### config.mk
export PLATFORM = sky130hd
export DESIGN_NAME = adsh_div
export DESIGN_NICKNAME = d
export VERILOG_FILES = /design/src/hdl/adsh_pkg.sv /design/src/hdl/adsh_div.sv
export SDC_FILE = /design/constraint.sdc
export NUM_CORES = 1
export LEC_CHECK = 0
export ABC_CLOCK_PERIOD_IN_PS = 12500
export BUFFER_PORTS_ARGS = -buffer_cell sky130_fd_sc_hd__buf_2
export CAP_MARGIN = 30
export CORE_UTILIZATION = 64
export CTS_CLUSTER_DIAMETER = 30
export DETAILED_ROUTE_END_ITERATION = 8
export HOLD_SLACK_MARGIN = 0.12
export PLACE_DENSITY = 0.81
export SLEW_MARGIN = 30
export SYNTH_ARGS = -nofsm -noshare
export SYNTH_HDL_FRONTEND = slang
export SYNTH_SLANG_ARGS = --single-unit
### constraint.sdc
create_clock -name i_clk -period 12.5 [get_ports i_clk]
set_input_delay 3.125 -clock i_clk [delete_from_list [all_inputs] [get_ports i_clk]]
set_output_delay 3.125 -clock i_clk [all_outputs]
set_load 0.005 [all_outputs]
### src/hdl/adsh_pkg.sv
// ----------------------------------------------------------------------------
// adsh_pkg
// Shared widths, register codes and the divider word type of the
// ambient/diffuse shader.
// ----------------------------------------------------------------------------
package adsh_pkg;

    localparam int APB_DW       = 32;
    localparam int ADDR_W       = 5;
    localparam int COMP_W       = 16;
    localparam int COLOR_W      = 24;
    localparam int CH_W         = 8;
    localparam int PROD_W       = 2 * COMP_W;
    localparam int DOT_W        = PROD_W + 2;
    localparam int FRAC_BITS    = 14;
    localparam int COEF_BITS    = 15;
    localparam int D_W          = 18;
    localparam int MAC_W        = PROD_W + D_W;
    localparam int NUM_W        = 37;
    localparam int DIV_W        = COMP_W + 1;
    localparam int QUOT_W       = 16;
    localparam int REM_W        = DIV_W + QUOT_W;
    localparam int DIV_BPS      = 2;
    localparam int DIV_STAGES   = QUOT_W / DIV_BPS;
    localparam int FRONT_STAGES = 5;
    localparam int CH_PROD_W    = QUOT_W + CH_W;

    localparam logic [CH_W-1:0] CHANNEL_MAX = '1;

    typedef enum logic [2:0] {
        REG_LIGHT_DIR_X    = 3'd0,
        REG_LIGHT_DIR_Y    = 3'd1,
        REG_LIGHT_DIR_Z    = 3'd2,
        REG_AMBIENT_LIGHT  = 3'd3,
        REG_POINT_LIGHT    = 3'd4,
        REG_AMBIENT_COEF   = 3'd5,
        REG_DIFFUSE_COEF   = 3'd6,
        REG_MATERIAL_COLOR = 3'd7
    } t_reg_idx;

    typedef struct packed {
        logic [NUM_W-1:0] num;
        logic [DIV_W-1:0] den;
    } t_div_word;

    typedef struct packed {
        logic [QUOT_W-1:0] quot;
        logic              zero;
    } t_div_res;

endpackage

### src/hdl/adsh_div.sv
// ----------------------------------------------------------------------------
// adsh_div
// Pipelined restoring divider, two quotient bits per stage, quotient
// saturated to all ones and forced to zero on a zero divisor.
// ----------------------------------------------------------------------------
module adsh_div (
    input  logic                 i_clk,
    input  logic                 i_rst_n,
    input  logic                 i_vld,
    input  adsh_pkg::t_div_word  i_word,
    input  logic                 i_adv,
    output logic                 o_adv,
    output logic                 o_vld,
    output adsh_pkg::t_div_res   o_res
);
    import adsh_pkg::*;

    logic [DIV_STAGES-1:0] r_vld;
    logic [DIV_STAGES-1:0] w_en;
    logic [DIV_STAGES-1:0] r_sat;
    logic [DIV_STAGES-1:0] r_zero;
    logic [DIV_STAGES-1:0] w_sat_in;
    logic [DIV_STAGES-1:0] w_zero_in;
    logic [REM_W-1:0]      r_rem   [DIV_STAGES-1];
    logic [REM_W-1:0]      n_rem   [DIV_STAGES-1];
    logic [QUOT_W-1:0]     r_quot  [DIV_STAGES];
    logic [QUOT_W-1:0]     n_quot  [DIV_STAGES];
    logic [DIV_W-1:0]      r_den   [DIV_STAGES];
    logic [REM_W-1:0]      w_rem_in  [DIV_STAGES];
    logic [QUOT_W-1:0]     w_quot_in [DIV_STAGES];
    logic [DIV_W-1:0]      w_den_in  [DIV_STAGES];
    logic                  w_sat0;
    logic                  w_zero0;

    assign w_zero0 = (i_word.den == '0);
    assign w_sat0  = i_word.num >= {{(NUM_W-REM_W){1'b0}}, i_word.den, {QUOT_W{1'b0}}};

    // stage inputs
    always_comb begin
        w_rem_in[0]  = w_sat0 ? '0 : i_word.num[REM_W-1:0];
        w_quot_in[0] = '0;
        w_den_in[0]  = i_word.den;
        w_sat_in[0]  = w_sat0;
        w_zero_in[0] = w_zero0;
        for (int j = 1; j < DIV_STAGES; j++) begin
            w_rem_in[j]  = r_rem[j-1];
            w_quot_in[j] = r_quot[j-1];
            w_den_in[j]  = r_den[j-1];
            w_sat_in[j]  = r_sat[j-1];
            w_zero_in[j] = r_zero[j-1];
        end
    end

    // two restoring steps per stage
    always_comb begin
        logic [REM_W-1:0]  rem;
        logic [QUOT_W-1:0] q;
        logic [REM_W-1:0]  sub;
        int                k;
        rem = '0;
        q   = '0;
        sub = '0;
        k   = 0;
        for (int j = 0; j < DIV_STAGES; j++) begin
            rem = w_rem_in[j];
            q   = w_quot_in[j];
            for (int t = 0; t < DIV_BPS; t++) begin
                k   = QUOT_W - 1 - DIV_BPS * j - t;
                sub = {{(REM_W-DIV_W){1'b0}}, w_den_in[j]} << k;
                if (rem >= sub) begin
                    rem = rem - sub;
                    q   = {q[QUOT_W-2:0], 1'b1};
                end else begin
                    q   = {q[QUOT_W-2:0], 1'b0};
                end
            end
            if (j < DIV_STAGES - 1) begin
                n_rem[j] = rem;
            end
            n_quot[j] = q;
        end
    end

    // bubble-collapsing advance
    always_comb begin
        w_en[DIV_STAGES-1] = !r_vld[DIV_STAGES-1] || i_adv;
        for (int j = DIV_STAGES - 2; j >= 0; j--) begin
            w_en[j] = !r_vld[j] || w_en[j+1];
        end
    end

    always_ff @(posedge i_clk) begin
        if (!i_rst_n) begin
            r_vld <= '0;
        end else begin
            if (w_en[0]) begin
                r_vld[0] <= i_vld;
            end
            for (int j = 1; j < DIV_STAGES; j++) begin
                if (w_en[j]) begin
                    r_vld[j] <= r_vld[j-1];
                end
            end
        end
    end

    always_ff @(posedge i_clk) begin
        for (int j = 0; j < DIV_STAGES; j++) begin
            if (w_en[j]) begin
                r_quot[j] <= n_quot[j];
                r_den[j]  <= w_den_in[j];
                r_sat[j]  <= w_sat_in[j];
                r_zero[j] <= w_zero_in[j];
            end
        end
        for (int j = 0; j < DIV_STAGES - 1; j++) begin
            if (w_en[j]) begin
                r_rem[j] <= n_rem[j];
            end
        end
    end

    assign o_adv = w_en[0];
    assign o_vld = r_vld[DIV_STAGES-1];

    always_comb begin
        o_res.zero = r_zero[DIV_STAGES-1];
        priority if (r_zero[DIV_STAGES-1]) begin
            o_res.quot = '0;
        end else if (r_sat[DIV_STAGES-1]) begin
            o_res.quot = '1;
        end else begin
            o_res.quot = r_quot[DIV_STAGES-1];
        end
    end

endmodule

# Word level (Yosys, flattened, before mapping)
# Memories as Yosys holds them, arrays and structs flattened.
# Cells that the tools add are included.
# word_totals
word_cells,126
latchBits,0
register_bits,24
inputBits,58
ramBits,495
mem_count,3
romBits,0
output_inout_bits,19
# memory_table
name,words,word_bits,rd,rd_clocked_by_memory_dff,wr,line,text
r_rem,7,33,7,0,7,adsh_div.sv:24,logic [REM_W-1:0] r_rem [DIV_STAGES-1];
r_den,8,17,7,0,8,adsh_div.sv:28,logic [DIV_W-1:0] r_den [DIV_STAGES];
r_quot,8,16,8,0,8,adsh_div.sv:26,logic [QUOT_W-1:0] r_quot [DIV_STAGES];
# op_classes
mul,0
div,0
add_sub_neg,15
shift,0
n_mux,50
n_eq_ne,0
order_cmp,17
bitwise,0
n_reduce_logical,17
# op_table
cell,count
2-to-1 mux 33 bit,16
>= comparator 37 x 33 -> 1 bit,1
>= comparator 33 x 17 -> 1 bit,1
>= comparator 33 x 18 -> 1 bit,1
>= comparator 33 x 19 -> 1 bit,1
>= comparator 33 x 20 -> 1 bit,1
>= comparator 33 x 21 -> 1 bit,1
>= comparator 33 x 22 -> 1 bit,1
>= comparator 33 x 23 -> 1 bit,1
>= comparator 33 x 24 -> 1 bit,1
>= comparator 33 x 25 -> 1 bit,1
>= comparator 33 x 26 -> 1 bit,1
>= comparator 33 x 27 -> 1 bit,1
>= comparator 33 x 28 -> 1 bit,1
>= comparator 33 x 29 -> 1 bit,1
>= comparator 33 x 30 -> 1 bit,1
>= comparator 33 x 31 -> 1 bit,1
>= comparator 33 x 32 -> 1 bit,1
subtractor 33 x 18 -> 33 bit,1
subtractor 33 x 19 -> 33 bit,1
subtractor 33 x 20 -> 33 bit,1
subtractor 33 x 21 -> 33 bit,1
subtractor 33 x 22 -> 33 bit,1
subtractor 33 x 23 -> 33 bit,1
14 further kinds,60

# Longest topological paths before layout
# logic_depth
ltp_word,11
depth_mapped,38
mapped_depth_nobuf,34

# Worst setup path before layout
# No wires, ideal clock.
# synth_timing
kind,input -> register
startpoint,input i_word[6] (netlist name)
endpoint,"memory r_rem[0][23] (netlist name), data pin"
required_ns,12.240
path_stages,35
path_buffers,4
arrival_time_ns,10.816
setup_ns,0.260
path_slack_ns,1.424
cell_sequence,inv_1 > ha_1 > a21o_1 > a21o_1 > a211o_1 > a211o_1 > a31oi_1 > clkbuf_1 > and2_1 > ha_1 > and3_1 > a221oi_1 > a211oi_1 > o21ai_0 > nand2b_1 > a31o_2 > nand2_1 > nand2_1 > clkbuf_1 > clkbuf_1 > a21oi_1 > ha_1 > nor2b_1 > o21ai_0 > a21boi_1 > o41a_1 > a211o_1 > a21o_1 > a221o_1 > a21o_1 > a21o_1 > or2_2 > nor3_4 > buf_2 > mux2_2
# synth_lines
element,line,text
"start, declared",adsh_div.sv:10,"input adsh_pkg::t_div_word i_word,"
"end, declared",adsh_div.sv:24,

==> results.json <==
{
  "coreArea_mm2": 0.04997,
  "avgSynthCellArea_um2": 9.891,
  "slew_violations": 0,
  "ys_types": 94,
  "cpLargestDelayFamily": "compound AO/OA/AOI/OAI gates",
  "final_common_cell": "edfxtp_1",
  "yosysWarnings": 0,
  "fillers": 3504,
  "die_w_um": 226.8,
  "first_global_vias": 25830,
  "final_antenna_net_count": 0,
  "cts_resized": 0,
  "cts-root-buf": "clkbuf_16",
  "hold_path.class": "reg -> reg",
  "drt-pass1-iter-count": 7,
  "dr_wl_met3_um": 3710,
  "max-vdd-ir-drop_mv": 0.1790,
  "synth_nets": 3632,
  "initial_core_util": 0.6473,
  "synth_area_mm2": 0.03234,
  "clockBufferDepth": 3,
  "place_inst": 3982,
  "m1WireLength_um": 30330,
  "outcome": "complete, no violations",
  "finalSetupViolCount": 0,
  "finalWorstSetupSlack_ns": 1.473,
  "yosysSeqAreaShare": 0.4116,
  "dp_hpwl_um": 63470,
  "cp-start-kind": "input pin",
  "fin_skew_ns": 0.03869,
  "async_flop_share": 0,
  "gp_congestion": 1.007,
  "cts_setup_buffers": 0,
  "register_area_mm2": 0.01331,
  "relSlewSlack": 0.3442,
  "max_freq_ghz": 0.09069,
  "p_per_area_mw_per_mm2": 292.0,
  "cp.arrival_ns": 11.42,
  "cp_common_cell": "a21o_1",
  "die_area_mm2": 0.05144,
  "ys.flop_type": "edfxtp_1",
  "h-tree-depth": 3,
  "die_h_um": 226.8,
  "post_drt_wl_per_cell_um": 20.15,
  "fin_crit_ns": 11.03,
  "io_buffers": 76,
  "instances_no_fill": 4142,
  "grt.total_usage": 0.3267,
  "drive_above_1_share": 0.1159,
  "cap_violations": 0,
  "drcViolationCount": 0,
  "cts_made_buffers": 86,
  "crit_type": "in -> reg",
  "slowest_stage": "nor3_4",
  "finalSetupTns_ns": 0,
  "wirelength_um": 83440,
  "postCtsHoldBufs": 0,
  "rows": 82,
  "drtIter0Drc": 1648,
  "finalCritPeriodShare": 0.8821,
  "critPathMaxFanout": 18,
  "overflow": 0,
  "route.met2.wl_um": 44560,
  "leakage_nw": 15.59,
  "top_layer_used": "met5",
  "synth_edf_count": 438,
  "crit_path_max_incr_delay_ns": 0.68,
  "cts_tree": "built",
  "antenna_found_initial": 1,
  "dp_slack_ns": 0.9696,
  "cp.required_ns": 12.90,
  "syn_inst": 3270,
  "grt_max_degree": 67,
  "grt_pass1_wl_um": 131600,
  "vias_per_cell": 6.208,
  "most-common-layout-cells": "edfxtp_1, nor2_1, ha_1",
  "cts_sinks": 446,
  "diodes": 0,
  "clkLatencyLatePin_ns": 0.66,
  "pin_count": 77,
  "multi_input_area_mm2": 0.01789,
  "cp.buffers_inverters": 2,
  "critPathCaptureType": "flip-flop",
  "vias": 25710,
  "clk_pin_slew_ns": 0.06,
  "worst_pin_slew_ns": 0.9791,
  "finish.net_count": 3760,
  "hold_violations": 0,
  "rsz0062_at_grt": "false",
  "ys_ff_latch": 446,
  "area_growth_pct": 13.15
}
-- final cells by class --
type	count	area share
clock buffer	88	0.05901
clock inverter	72	0.02551
inverter	238	0.02441
multi-input combinational	2525	0.4888
sequential	446	0.3638
tap	672	0.02298
timing repair buffer	101	0.01552
-- final timing paths --
check	depth (start not counted)	start	slack [ns]	end
max	32	i_word[6]	1.47	r_rem[0][15]
min	0	r_zero[2]	0.40	r_zero[3]
max reg2reg	28	r_rem[5][3]	4.61	r_rem[6][23]
min reg2reg	0	r_zero[2]	0.40	r_zero[3]
-- worst register-to-register path: cells and delay by family, from the launching register on --
kind | cells | cell delay [ns]
AOI/OAI and AO/OA | 10 | 3.48
xor gates and xnor gates | 1 | 0.16
adders and majority gates | 3 | 0.91
buffers and inverters | 8 | 1.50
DFF | 1 | 0.40
and+or+nand+nor | 6 | 1.14
-- through the flow --
stage,total power [mW],cell area [um^2],util,hold slack (ns)
5_1_grt,11.37,36600,0.7324,0.4143
6_report,10.69,36600,0.7324,0.3990
4_1_cts,10.60,36600,0.7324,0.3984
3_3_place_gp,7.878,33500,0.6704,0.4017
3_5_place_dp,8.115,33500,0.6705,0.4045
2_1_floorplan,6.897,32340,-,0.4003
-- synthesized netlist by cell type, types with 48 or more instances --
cell type	count	area share
a21o_1	120	0.028
a21oi_1	282	0.044
and2_1	48	0.0093
edfxtp_1	438	0.41
ha_1	289	0.11
inv_1	237	0.028
mux2_2	87	0.030
nand2_1	197	0.023
nand2b_1	49	0.0095
nand3_1	81	0.013
nand4_1	48	0.0093
nor2_1	296	0.034
nor2b_1	52	0.010
nor3_1	59	0.0091
o21ai_0	163	0.025
xnor2_1	184	0.050
xor2_1	83	0.022
-- cell families (layout without fill, tap and decap cells) --
| kind of cell | Yosys count | after routing | synth area share |
|---|---|---|---|
| and+or+nand+nor | 1022 | 1022 | 0.1615 |
| AOI/OAI and AO/OA | 830 | 830 | 0.1624 |
| DFF | 446 | 446 | 0.4116 |
| adders and majority gates | 304 | 304 | 0.1211 |
| buffers and inverters | 299 | 499 | 0.03598 |
| xor gates and xnor gates | 268 | 268 | 0.07281 |
| muxes | 101 | 101 | 0.03462 |
-- routing by layer --
layer / up-vias / GRT usage
met5: - / 0
met4: 2 / 0.2034
met3: 266 / 0.05028
met2: 867 / 0.6193
met1: 12190 / 0.3323
li1: 12390 / -
-- flip-flops by register name, summed over array words and instances, names as in the netlist --
signal  cells
r_quot     72
r_zero      8
r_rem     231
r_sat       8
r_vld       8
r_den     119
-- power by group --
| group | internal [mW] | switching [mW] |
|---|---|---|
| combinational | 2.54 | 3.22 |
| sequential | 2.25 | 0.272 |
| clock | 1.53 | 0.870 |
| total | 6.32 | 4.36 |
(Power assumes the default switching activity.)
